--- src/sv/st2d_pkg.sv ---
// Shared types and constants for the radius-2 star stencil unit.
// No dependencies; every other file of the block imports this package.
`timescale 1ns / 1ps

package st2d_pkg;

  // Field widths
  localparam int SAMPLE_W   = 32;
  localparam int COEF_W     = 24;
  localparam int GRID_W     = 12;
  localparam int BORDER_W   = 10;
  localparam int DIR_W      = 2 * COEF_W;
  localparam int POS_W      = 11;

  // Stencil geometry: four buffered rows plus the incoming sample
  localparam int RADIUS     = 2;
  localparam int LANES      = 4;
  localparam int LANE_W     = 2;
  localparam int TAPS       = 9;
  localparam int GROUP_SIZE = 3;
  localparam int GROUPS     = TAPS / GROUP_SIZE;

  // Arithmetic widths: Q4.20 times Q16.16, nine terms summed
  localparam int PROD_W     = SAMPLE_W + COEF_W;
  localparam int PSUM_W     = PROD_W + 2;
  localparam int ACC_W      = PROD_W + 4;
  localparam int FRAC_SHIFT = 20;
  localparam int QUO_W      = ACC_W - FRAC_SHIFT;

  localparam logic [SAMPLE_W-1:0] SAT_MAX = 32'h7FFF_FFFF;
  localparam logic [SAMPLE_W-1:0] SAT_MIN = 32'h8000_0000;

  // Result queue depth, also the limit on results in flight
  localparam int OUT_DEPTH  = 8;
  localparam int OUT_PTR_W  = 3;
  localparam int OUT_CNT_W  = 4;

  // Configuration port
  localparam int CFG_IDX_W  = 4;
  localparam int CFG_DATA_W = DIR_W;

  typedef enum logic [CFG_IDX_W-1:0] {
    REG_GRID_COLS   = 4'd0,
    REG_GRID_ROWS   = 4'd1,
    REG_BORDER      = 4'd2,
    REG_COEF_CENTER = 4'd3,
    REG_COEF_WEST   = 4'd4,
    REG_COEF_EAST   = 4'd5,
    REG_COEF_NORTH  = 4'd6,
    REG_COEF_SOUTH  = 4'd7
  } st2d_cfg_reg_e;

  // Register reset values: -30/12 center, 16/12 near, -1/12 far
  localparam logic [GRID_W-1:0]   GRID_COLS_RST = 12'd2048;
  localparam logic [GRID_W-1:0]   GRID_ROWS_RST = 12'd2048;
  localparam logic [BORDER_W-1:0] BORDER_RST    = 10'd2;
  localparam logic [COEF_W-1:0]   COEF_C_RST    = 24'hD8_0000;
  localparam logic [DIR_W-1:0]    COEF_DIR_RST  = 48'hFEAAAB_155555;

  // Tap order inside the multiply array
  localparam int TAP_C  = 0;
  localparam int TAP_W1 = 1;
  localparam int TAP_W2 = 2;
  localparam int TAP_E1 = 3;
  localparam int TAP_E2 = 4;
  localparam int TAP_N1 = 5;
  localparam int TAP_N2 = 6;
  localparam int TAP_S1 = 7;
  localparam int TAP_S2 = 8;

  // One line store word: the four buffered rows at one column
  typedef logic [LANES-1:0][SAMPLE_W-1:0] st2d_col_t;
  typedef logic [TAPS-1:0][SAMPLE_W-1:0]  st2d_taps_t;
  typedef logic [TAPS-1:0][COEF_W-1:0]    st2d_coefs_t;

  typedef struct packed {
    logic [POS_W-1:0] row;
    logic [POS_W-1:0] col;
    logic             last;
  } st2d_tag_t;

  typedef struct packed {
    logic [SAMPLE_W-1:0] value;
    st2d_tag_t           tag;
  } st2d_res_t;

endpackage

--- src/sv/st2d_fifo.sv ---
// Result queue between the arithmetic pipeline and the output channel.
// Depends on st2d_pkg for the entry type and depth.
`timescale 1ns / 1ps

module st2d_fifo (
  input  logic              clk_i,
  input  logic              rst_ni,
  input  logic              push_i,
  input  st2d_pkg::st2d_res_t data_i,
  input  logic              pop_i,
  output logic              valid_o,
  output st2d_pkg::st2d_res_t data_o
);
  import st2d_pkg::*;

  st2d_res_t              slot_q [OUT_DEPTH];
  logic [OUT_PTR_W-1:0]   wr_ptr_q, rd_ptr_q;
  logic [OUT_CNT_W-1:0]   count_q;

  // Store entries; the head holds until it is taken
  always_ff @(posedge clk_i) begin
    if (push_i) begin
      slot_q[wr_ptr_q] <= data_i;
    end
  end

  // Move pointers and occupancy
  always_ff @(posedge clk_i or negedge rst_ni) begin
    if (!rst_ni) begin
      wr_ptr_q <= '0;
      rd_ptr_q <= '0;
      count_q  <= '0;
    end else begin
      if (push_i) begin
        wr_ptr_q <= wr_ptr_q + OUT_PTR_W'(1);
      end
      if (pop_i) begin
        rd_ptr_q <= rd_ptr_q + OUT_PTR_W'(1);
      end
      if (push_i && !pop_i) begin
        count_q <= count_q + OUT_CNT_W'(1);
      end else if (pop_i && !push_i) begin
        count_q <= count_q - OUT_CNT_W'(1);
      end
    end
  end

  assign valid_o = (count_q != '0);
  assign data_o  = slot_q[rd_ptr_q];

endmodule

--- config.mk ---
export PLATFORM = sky130hd
export DESIGN_NAME = st2d_fifo
export DESIGN_NICKNAME = d
export VERILOG_FILES = /design/src/sv/st2d_pkg.sv /design/src/sv/st2d_fifo.sv
export SDC_FILE = /design/constraint.sdc
export NUM_CORES = 1
export LEC_CHECK = 0
export BUFFER_PORTS_ARGS = -buffer_cell sky130_fd_sc_hd__clkbuf_2
export CELL_PAD_IN_SITES_DETAIL_PLACEMENT = 1
export CELL_PAD_IN_SITES_GLOBAL_PLACEMENT = 1
export CORE_MARGIN = 4
export CORE_UTILIZATION = 53
export DETAILED_ROUTE_END_ITERATION = 10
export GPL_TIMING_DRIVEN = 0
export PLACE_DENSITY_LB_ADDON = 0.1
export SYNTH_ARGS = -nofsm -noshare
export SYNTH_HDL_FRONTEND = slang
export SYNTH_SLANG_ARGS = --single-unit
export TNS_END_PERCENT = 5
--- constraint.sdc ---
create_clock -name clk_i -period 5.6 [get_ports clk_i]
set_clock_uncertainty 0.05 [all_clocks]
set_input_delay 0.56 -clock clk_i [delete_from_list [all_inputs] [get_ports clk_i]]
set_output_delay 0.56 -clock clk_i [all_outputs]
set_load 0.05 [all_outputs]
==> results of run 1 <==
## per-layer routing
layer  GRT usage, %  routed length, um  share of wire, %  up-vias
li1               -                  -                 -     3357
met1          28.97              15030                40     4208
met2          38.37              19950                53      216
met3          3.742               1877               5.0       49
met4          4.376                575               1.5        4
met5              0                 16             0.043        -
## kinds of logic after synthesis
group                      share of synthesized area (%)
xor gates and xnor gates                          0.3074
DFF                                                78.75
AOI/OAI and AO/OA                                 0.2415
and+or+nand+nor                                   0.6879
buffers and inverters                              1.164
muxes                                              18.37
adders and majority gates                         0.4830
## registers in the layout, indices dropped and copies added (netlist names)
signal / flops
count_q: 4
slot_q: 440
wr_ptr_q: 3
rd_ptr_q: 3
## final cells by class
class / count / area (um2) / share of cell area [%]
Buffer: 31 / 191.4 / 0.9508
Clock buffer: 61 / 1239 / 6.153
Timing Repair Buffer: 142 / 1001 / 4.972
Inverter: 2 / 7.507 / 0.03729
Tap cell: 402 / 503.0 / 2.498
Clock inverter: 23 / 239.0 / 1.187
Sequential cell: 450 / 13460 / 66.87
Multi-Input combinational cell: 211 / 3490 / 17.33
## through the flow
stage	hold WS, ps	setup WS [ps]	util [%]	cell area [um2]
6_report	244.0	1989	63.48	20130
5_1_grt	246.5	1893	63.48	20130
4_1_cts	226.9	1924	63.48	20130
3_5_place_dp	408.7	2530	58.79	18650
3_3_place_gp	396.0	-3960	57.29	18170
2_1_floorplan	214.4	612.5	-	17100
## power by group through the flow
| stage | clock network (mW) | logic (mW) | registers (mW) |
|---|---|---|---|
| after global placement | 0 | 4.28 | 4.50 |
| after detailed placement | 0 | 4.54 | 4.45 |
| after floorplan | 0 | 3.28 | 4.43 |
| final | 2.98 | 4.48 | 4.39 |
| after global routing | 3.21 | 4.73 | 4.42 |
| after CTS | 3.03 | 4.58 | 4.39 |
## synth_stat cells (all sizes together) (3+ instances only)
cell type,number,area [um2]
mux4,110,2477
nor2,6,22.52
nand2b,3,18.77
ha,5,62.56
mux2,58,653.1
clkbuf,13,48.80
nor3,3,15.01
buf,18,142.6
edfxtp,440,13210
dfrtp,10,250.2
xnor2,4,35.03
nand2,6,22.52
## repair_timing
item,CTS,global route
endpoints found under the hold margin,10,0
setup endpoints to repair,0,0
hold buffers,1,0
## final timing paths
kind | startpoint | to | slack [ps] | depth (start not counted)
min | data_i[29] | slot_q[7][29]$_DFFE_PP_ | 240 | 1
min in group asynchronous | rst_ni | count_q[3]$_DFFE_PN0P_ | 390 | 2
min reg2reg | count_q[2]$_DFFE_PN0P_ | count_q[2]$_DFFE_PN0P_ | 490 | 2
max in group asynchronous | rst_ni | rd_ptr_q[0]$_DFFE_PN0P_ | 4880 | 2
max reg2reg | wr_ptr_q[1]$_DFFE_PN0P_ | slot_q[0][38]$_DFFE_PP_ | 3160 | 4
max | rd_ptr_q[1]$_DFFE_PN0P_ | data_o[51] | 1990 | 5
==> flow_metrics.env, run 1 <==
export IMPL_cts_resized=0
export IMPL_grt_max_degree=24
export IMPL_yosysWarnings=0
export IMPL_synth_edf_count=440
export IMPL_worstPathCellList="buf_2 > clkbuf_1 > mux4_2 > mux2_2 > clkbuf_2"
export IMPL_seq_power_share_pct=37.0
export IMPL_clock_sinks=450
export IMPL_min_period_ps=3611
export IMPL_critical_path_class="register to output port"
export IMPL_post_cts_setup_buffers=0
export IMPL_crit_fanout=10
export IMPL_yosysSeqAreaShare_pct=78.75
export IMPL_root_buffer="clkbuf_16"
export IMPL_die_y_um=187.6
export IMPL_fin_crit_sh_pct=64.49
export IMPL_p_sw_mw=4.210
export IMPL_antenna_found_initial=2
export IMPL_ios=115
export IMPL_gp_congestion=0.7365
export IMPL_die_w_um=187.6
export IMPL_post_synth_cell_area_avg_um2=24.63
export IMPL_antennaDiodeCount=0
export IMPL_p_per_area_mw_per_mm2=588.1
export IMPL_viasPerCell=5.926
export IMPL_cts_tree="done"
export IMPL_syn_inst=694
export IMPL_clkLatencyLatePin_ps=530
export IMPL_drv_slew=0
export IMPL_rsz0062_at_grt="false"
export IMPL_synth_cell_types=27
export IMPL_p_leak_nw=6.650
export IMPL_num_vias=7834
export IMPL_htree_levels=2
export IMPL_final_setup_viol_count=0
export IMPL_path_clk_slew_ps=60
export IMPL_stdcell_count=1322
export IMPL_grtUsageTotal_pct=21.70
export IMPL_drt_iter0_markers=599
export IMPL_p_comb_share_pct=37.8
export IMPL_fmax_mhz=276.9
export IMPL_critPathCaptureType="output port"
export IMPL_mostFrequentLayoutCells="edfxtp_1 (440), clkbuf_2 (114), mux4_2 (110)"
export IMPL_synthArstFlopShare_pct=2.222
export IMPL_slowest_stage="clkbuf_1"
export IMPL_synth_flop_cell="edfxtp_1"
export IMPL_startpoint_type="register"
export IMPL_port_buffers=114
export IMPL_ant_nets=0
export IMPL_crit_family="buffers and inverters"
export IMPL_cts_buffer_depth=3
export IMPL_final_nets=948
export IMPL_pwr_share_clk_pct=25.1
export IMPL_drive_above_1_share_pct=42.72
export IMPL_n_fill_cell=2533
export IMPL_path_buf_inv=3
export IMPL_dieArea_mm2=0.03520
export IMPL_worst_slew_pin_slew_ps=963.2
export IMPL_dr_pass1_iters=5
export IMPL_wl_per_cell_um=28.33
export IMPL_drc=0
export IMPL_cts_buffers=45
export IMPL_setup_tns_ps=0
export IMPL_total_power_mw=11.84
export IMPL_switching_share_pct=35.56
export IMPL_area_growth_pct=17.76
export IMPL_status="complete, no violations"
export IMPL_hp_class="input pin to register"
export IMPL_grt_overflow=0
export IMPL_syn_nets=759
export IMPL_maxCapViolations=0
export IMPL_cp_data_arrival_time_ps=3000
export IMPL_peakVddDrop_v=0.0004503
export IMPL_rows=65
export IMPL_design_core_area_mm2=0.03172
export IMPL_hold_violations=0
export IMPL_drt_total_wl_mm=37.45
export IMPL_ys_seq_elements=450
export IMPL_synth_area_mm2=0.01710
export IMPL_initial_core_util_pct=53.90
export IMPL_grt_pass1_vias=8832
export IMPL_dp_cells=1237
export IMPL_layout_commonest_cell="edfxtp_1"
export IMPL_grt_pass1_wl_mm=56.80
export IMPL_p_int_mw=7.631
export IMPL_dp_hpwl_mm=23.19
export IMPL_cp_slowest_stage_delay_ps=680
export IMPL_crit_required_ps=4990
export IMPL_max_slew_margin_pct=35.44
Power figures use the tool's default switching activity.
==> run 2, diff against run 1 <==
--- a/config.mk
+++ b/config.mk
@@ -5,11 +5,12 @@
 export SDC_FILE = /design/constraint.sdc
 export NUM_CORES = 1
 export LEC_CHECK = 0
+export ABC_AREA = 1
 export BUFFER_PORTS_ARGS = -buffer_cell sky130_fd_sc_hd__clkbuf_2
 export CELL_PAD_IN_SITES_DETAIL_PLACEMENT = 1
 export CELL_PAD_IN_SITES_GLOBAL_PLACEMENT = 1
 export CORE_MARGIN = 4
-export CORE_UTILIZATION = 53
+export CORE_UTILIZATION = 48
 export DETAILED_ROUTE_END_ITERATION = 10
 export GPL_TIMING_DRIVEN = 0
 export PLACE_DENSITY_LB_ADDON = 0.1
==> constraint.sdc (replaced) <==
create_clock -name clk_i -period 3.71 [get_ports clk_i]
set_clock_uncertainty 0.05 [all_clocks]
set_input_delay 0.371 -clock clk_i [delete_from_list [all_inputs] [get_ports clk_i]]
set_output_delay 0.371 -clock clk_i [all_outputs]
set_load 0.05 [all_outputs]
==> run 2 against run 1 <==
First-iteration DRC count grew 28%; clock power grew 52%; power grew 66%; via count grew 74%; area after synthesis grew 14%; non-clock buffer count grew 42; combinational power grew 98%; sequential power grew 44%; critical endpoint is now data_o[36]; clock-buffer cell count is the same; sequential share of layout area shrank 7.2 points; register-to-register slack lost 1800 ps; final cell count grew 110%.
==> flow_metrics.env, run 2 <==
export IMPL_fmax_mhz=339.5
export IMPL_top_register="slot_q"
export IMPL_rsz0062_at_grt="false"
export IMPL_ios=115
export IMPL_viasPerCell=5.012
export IMPL_dp_cells=2629
export IMPL_p_sw_mw=8.781
export IMPL_status="complete, no violations"
export IMPL_area_growth_pct=15.94
export IMPL_peakVddDrop_v=0.0006107
export IMPL_cts_resized=0
export IMPL_reg_top3="slot_q (440), count_q (4)"
export IMPL_drt_iter0_markers=769
export IMPL_cts_tree="done"
export IMPL_hold_worst_slack_ps=32.71
export IMPL_crit_fanout=10
export IMPL_synth_area_mm2=0.01947
export IMPL_crit_end="data_o[36]"
export IMPL_hold_violations=0
export IMPL_crit_required_ps=3290
export IMPL_drv_slew=0
export IMPL_synth_flop_cell="edfxtp_1"
export IMPL_clock_sinks=450
export IMPL_synth_commonest_cells="nand2_1 (740), nor2_1 (449), edfxtp_1 (440)"
export IMPL_die_w_um=209.4
export IMPL_worstPathCellList="buf_2 > buf_1 > nand2_1 > nand2_1 > clkbuf_2"
export IMPL_design_core_area_mm2=0.03991
export IMPL_final_nets=2221
export IMPL_drt_total_wl_mm=53.77
export IMPL_switching_share_pct=44.55
export IMPL_min_period_ps=2945
export IMPL_worst_slew_pin_slew_ps=891.1
export IMPL_clkLatencyLatePin_ps=560
export IMPL_cts_buffer_depth=3
export IMPL_p_int_mw=10.93
export IMPL_ant_nets=0
export IMPL_dp_worst_setup_slack_ps=1132
export IMPL_max_slew_margin_pct=40.45
export IMPL_cp_data_arrival_time_ps=2520
export IMPL_post_synth_cell_area_avg_um2=9.864
export IMPL_p_comb_share_pct=44.9
export IMPL_dr_pass1_iters=5
export IMPL_port_buffers=114
export IMPL_final_setup_viol_count=0
export IMPL_ys_seq_elements=450
export IMPL_antenna_found_initial=5
export IMPL_drc=0
export IMPL_synthArstFlopShare_pct=2.222
export IMPL_grt_pass1_wl_mm=83.40
export IMPL_path_clk_slew_ps=60
export IMPL_seq_power_share_pct=32.1
export IMPL_r2r_start="wr_ptr_q[0]$_DFFE_PN0P_"
export IMPL_setup_ws_ps=764.9
export IMPL_layout_commonest_cell="nand2_1"
export IMPL_grtUsageTotal_pct=24.74
export IMPL_crit_family="buffers and inverters"
export IMPL_yosysSeqAreaShare_pct=69.14
export IMPL_die_y_um=209.4
export IMPL_hp_class="input pin to register"
export IMPL_slowest_stage="buf_1"
export IMPL_startpoint_type="register"
export IMPL_p_leak_nw=9.934
export IMPL_htree_levels=2
export IMPL_grt_max_degree=25
export IMPL_grt_pass1_vias=14890
export IMPL_fin_crit_sh_pct=79.38
export IMPL_crit_cells=5
export IMPL_mostFrequentLayoutCells="nand2_1 (740), nor2_1 (441), edfxtp_1 (440)"
export IMPL_initial_core_util_pct=48.78
export IMPL_synth_area_leader_cell="edfxtp_1"
export IMPL_critical_path_class="register to output port"
export IMPL_path_buf_inv=3
export IMPL_reg2reg_to="slot_q[2][20]$_DFFE_PP_"
export IMPL_maxCapViolations=0
export IMPL_cp_startpoint="rd_ptr_q[2]$_DFFE_PN0P_"
export IMPL_syn_nets=2039
export IMPL_critPathCaptureType="output port"
export IMPL_syn_inst=1974
export IMPL_largest_reg_flops=440
export IMPL_p_per_area_mw_per_mm2=873.1
export IMPL_r2r_cells=4
export IMPL_dp_hpwl_mm=35.42
export IMPL_stdcell_count=2721
export IMPL_root_buffer="clkbuf_16"
export IMPL_wl_per_cell_um=19.76
export IMPL_gp_congestion=0.7630
export IMPL_rows=73
export IMPL_num_vias=13640
export IMPL_yosysTopAreaCellShare_pct=67.86
export IMPL_synth_edf_count=440
export IMPL_pwr_share_clk_pct=22.9
export IMPL_grt_overflow=0
export IMPL_reg2reg_setup_slack_ps=1350
export IMPL_yosysWarnings=0
export IMPL_cp_slowest_stage_delay_ps=610
export IMPL_drive_above_1_share_pct=12.59
export IMPL_yosysMostFrequentCell="nand2_1"
export IMPL_path_common_cell="nand2_1"
export IMPL_synth_cell_types=18
export IMPL_cts_buffers=49
export IMPL_dieArea_mm2=0.04385
export IMPL_synth_area_leaders="edfxtp_1 (68%), nand2_1 (14%), nor2_1 (8.7%), inv_1 (4.4%), buf_2 (1.3%)"
run 2: cell types whose count changed in the layout (fill, tap and decap cells not counted), moves of 7 or more:
cell and delta:
nand2_1 +734, mux2_2 -58, inv_1 +228, clkinv_1 +7, buf_6 -8, mux4_2 -110
clkbuf_1 -9, nor2_1 +441, buf_2 +47
run 2: metal layers:
| metal | GRT usage [%] | wire (um) | share of wire [%] | vias to the layer above |
|---|---|---|---|---|
| met1 | 31.50 | 22110 | 41 | 6734 |
| met2 | 44.22 | 27600 | 51 | 320 |
| met3 | 3.692 | 2800 | 5.2 | 84 |
| li1 | - | - | - | 6497 |
| met5 | 0 | 34 | 0.063 | - |
| met4 | 7.133 | 1231 | 2.3 | 4 |
run 2: power by group through the flow:
stage | clock network [mW] | logic, mW | registers, mW
after CTS | 4.60 | 8.99 | 6.33
after floorplan | 0 | 6.09 | 6.43
after detailed placement | 0 | 8.90 | 6.43
final | 4.52 | 8.86 | 6.33
after global routing | 4.83 | 9.71 | 6.37
after global placement | 0 | 8.47 | 6.49
run 2: cell families (layout without fill, tap and decap cells):
| logic type | count (synthesis) | after routing | synth area share [%] |
|---|---|---|---|
| AND/OR/NAND/NOR | 1193 | 1193 | 23.04 |
| XOR/XNOR | 5 | 5 | 0.2249 |
| other | 0 | 3 | 0 |
| AO/OA/AOI/OAI | 4 | 4 | 0.1028 |
| buffers and inverters | 316 | 535 | 7.069 |
| flip-flops | 450 | 450 | 69.14 |
| adder cells (fa/ha/maj) | 6 | 6 | 0.4241 |
run 2: metrics by stage:
step / cell area (um2) / TNS, ps / utilization, % / power [mW]
4_1_cts: 22570 / 0 / 56.54 / 19.92
3_3_place_gp: 20700 / -988140 / 51.86 / 14.97
3_5_place_dp: 21090 / 0 / 52.85 / 15.33
5_1_grt: 22570 / 0 / 56.55 / 20.91
2_1_floorplan: 19470 / 0 / - / 12.51
6_report: 22570 / 0 / 56.56 / 19.71
run 2: layout make-up:
class	instances	area, um2
inverters	232	870.8
flip-flops and latches	450	13460
diodes	3	7.507
fillers	4444	17340
repair buffers	131	915.9
plain buffers	84	505.5
multi-input cells	1208	4692
well taps	525	656.9
clock buffers	61	1314
clock inverters	27	148.9
run 2: what timing repair did:
action / in CTS / in global routing
hold endpoints to repair: 10 / 0
hold buffers: 1 / 0
buffers inserted: 0 / 0
run 2: worst min path at each step:
stage | startpoint | to | slack (ps) | cells past startpoint
2_1_floorplan | rst_ni | count_q[0]$_DFFE_PN0P_ | 30 | 0
3_3_place_gp | rst_ni | rd_ptr_q[0]$_DFFE_PN0P_ | 240 | 1
3_5_place_dp | rst_ni | count_q[3]$_DFFE_PN0P_ | 240 | 1
4_1_cts | data_i[38] | slot_q[5][38]$_DFFE_PP_ | 1 | 1
5_1_grt | data_i[32] | slot_q[2][32]$_DFFE_PP_ | 20 | 1
6_report | data_i[38] | slot_q[5][38]$_DFFE_PP_ | 30 | 1
==> run 3, diff against run 2 <==
==> constraint.sdc (replaced) <==
create_clock -name clk_i -period 2.9 [get_ports clk_i]
set_clock_uncertainty 0.05 [all_clocks]
set_input_delay 0.29 -clock clk_i [delete_from_list [all_inputs] [get_ports clk_i]]
set_output_delay 0.29 -clock clk_i [all_outputs]
set_load 0.05 [all_outputs]
==> run 3 against run 2 <==
First-iteration DRC count up 4.6%; non-clock buffer count up 57; hold slack better by 80 ps; routed wire length up 1.2%; core utilization up 1.4 points; die area unchanged; sequential share of layout area down 1.5 points; power up 28%; largest power group unchanged.
==> flow_metrics.env, run 3 (same netlist as run 2, synthesis figures left out) <==
export IMPL_status="complete, no violations"
export IMPL_cp_data_arrival_time_ps=2430
export IMPL_startpoint_type="register"
export IMPL_p_leak_nw=10.17
export IMPL_grt_max_degree=25
export IMPL_drc=0
export IMPL_crit_required_ps=2560
export IMPL_path_clk_slew_ps=60
export IMPL_grt_overflow=0
export IMPL_die_w_um=209.4
export IMPL_hold_violations=0
export IMPL_area_growth_pct=18.85
export IMPL_fin_crit_sh_pct=95.52
export IMPL_p_per_area_mw_per_mm2=1094
export IMPL_mostFrequentLayoutCells="nand2_1 (740), nor2_1 (441), edfxtp_1 (440)"
export IMPL_peakVddDrop_v=0.0007846
export IMPL_clkLatencyLatePin_ps=570
export IMPL_grt_pass1_wl_mm=84.57
export IMPL_p_sw_mw=11.29
export IMPL_seq_power_share_pct=32.0
export IMPL_grtUsageTotal_pct=25.02
export IMPL_dr_pass1_iters=5
export IMPL_max_slew_margin_pct=40.98
export IMPL_maxCapViolations=0
export IMPL_die_y_um=209.4
export IMPL_largest_reg_flops=440
export IMPL_critPathCaptureType="output port"
export IMPL_cts_buffer_depth=3
export IMPL_pwr_share_clk_pct=22.9
export IMPL_p_int_mw=14.03
export IMPL_dp_cells=2629
export IMPL_dieArea_mm2=0.04385
export IMPL_top_register="slot_q"
export IMPL_num_vias=13880
export IMPL_fmax_mhz=361.0
export IMPL_dp_hpwl_mm=35.42
export IMPL_rsz0062_at_grt="false"
export IMPL_ios=115
export IMPL_cts_buffers=49
export IMPL_total_power_mw=25.32
export IMPL_hp_class="input pin to async pin"
export IMPL_final_setup_viol_count=0
export IMPL_antenna_found_initial=2
export IMPL_initial_core_util_pct=48.78
export IMPL_htree_levels=2
export IMPL_port_buffers=114
export IMPL_gp_congestion=0.7630
export IMPL_drive_above_1_share_pct=12.31
export IMPL_crit_fanout=10
export IMPL_p_comb_share_pct=45.2
export IMPL_ant_nets=0
export IMPL_min_period_ps=2770
export IMPL_design_core_area_mm2=0.03991
export IMPL_rows=73
export IMPL_switching_share_pct=44.58
export IMPL_layout_commonest_cell="nand2_1"
export IMPL_stdcell_count=2776
export IMPL_drv_slew=0
export IMPL_final_nets=2278
export IMPL_grt_pass1_vias=15150
export IMPL_wl_per_cell_um=19.60
export IMPL_critical_path_class="register to output port"
export IMPL_drt_iter0_markers=804
export IMPL_worst_slew_pin_slew_ps=883.2
export IMPL_reg_top3="slot_q (440), count_q (4)"
export IMPL_viasPerCell=5.001
export IMPL_root_buffer="clkbuf_16"
export IMPL_drt_total_wl_mm=54.41
export IMPL_cts_tree="done"
export IMPL_clock_sinks=450
## run 3: final timing paths
kind | slack, ps | from | cells past startpoint | endpoint
max in group asynchronous | 2440 | rst_ni | 2 | rd_ptr_q[1]$_DFFE_PN0P_
worst min-delay path | 110 | rst_ni | 2 | count_q[3]$_DFFE_PN0P_
worst max register to register | 540 | wr_ptr_q[0]$_DFFE_PN0P_ | 4 | slot_q[2][20]$_DFFE_PP_
min in group clk_i | 470 | count_q[2]$_DFFE_PN0P_ | 2 | count_q[2]$_DFFE_PN0P_
worst max-delay path | 130 | rd_ptr_q[2]$_DFFE_PN0P_ | 5 | data_o[21]
worst min register to register | 470 | count_q[2]$_DFFE_PN0P_ | 2 | count_q[2]$_DFFE_PN0P_
## run 3: layout make-up
| class | instances | area (um2) |
|---|---|---|
| Tap cell | 525 | 656.9 |
| Timing Repair Buffer | 188 | 1486 |
| Clock inverter | 27 | 148.9 |
| Buffer | 84 | 506.7 |
| Inverter | 232 | 870.8 |
| Clock buffer | 61 | 1314 |
| Sequential cell | 450 | 13460 |
| Multi-Input combinational cell | 1208 | 4692 |
| Fill cell | 4429 | 16770 |
| Antenna cell | 1 | 2.502 |
## run 3: metal layers
metal | GRT usage, % | vias up | share of wire, %
li1 | - | 6605 | -
met1 | 31.88 | 6835 | 41
met2 | 45.02 | 363 | 52
met3 | 3.498 | 79 | 5.4
met4 | 6.886 | 2 | 2.0
met5 | 0 | - | 0.024
## run 3: what timing repair did
action                                  4_1_cts  5_1_grt
hold endpoints to repair                    453        0
gates resized for setup                       0        1
buffers inserted                              0        0
endpoints found under the setup margin        0        2
hold buffers                                 58        0
## run 3: metrics by stage
| stage | setup TNS (ps) | cell area [um2] | util, % | worst slack, ps | hold slack (ps) |
|---|---|---|---|---|---|
| 6_report | 0 | 23140 | 57.98 | 129.9 | 112.6 |
| 5_1_grt | 0 | 23140 | 57.98 | 15.92 | 138.8 |
| 4_1_cts | 0 | 23140 | 57.97 | 49.40 | 87.21 |
| 3_5_place_dp | 0 | 21090 | 52.85 | 402.5 | 163.6 |
| 3_3_place_gp | -1308900 | 20700 | 51.86 | -3107 | 155.3 |
| 2_1_floorplan | -241990 | 19470 | - | -656.8 | -55.59 |
## run 3: power by group through the flow
stage,combinational (mW),sequential [mW],clock [mW]
6_report,11.4,8.10,5.79
3_5_place_dp,11.4,8.23,0
3_3_place_gp,10.8,8.31,0
5_1_grt,12.5,8.15,6.17
2_1_floorplan,7.79,8.22,0
4_1_cts,11.6,8.10,5.89
## run 3: critical path, stage by stage, from the launching register on
cell and delay [ps]:
dfrtp_1 380, buf_2 360, buf_1 520, nand2_1 200, nand2_1 120, clkbuf_2 280
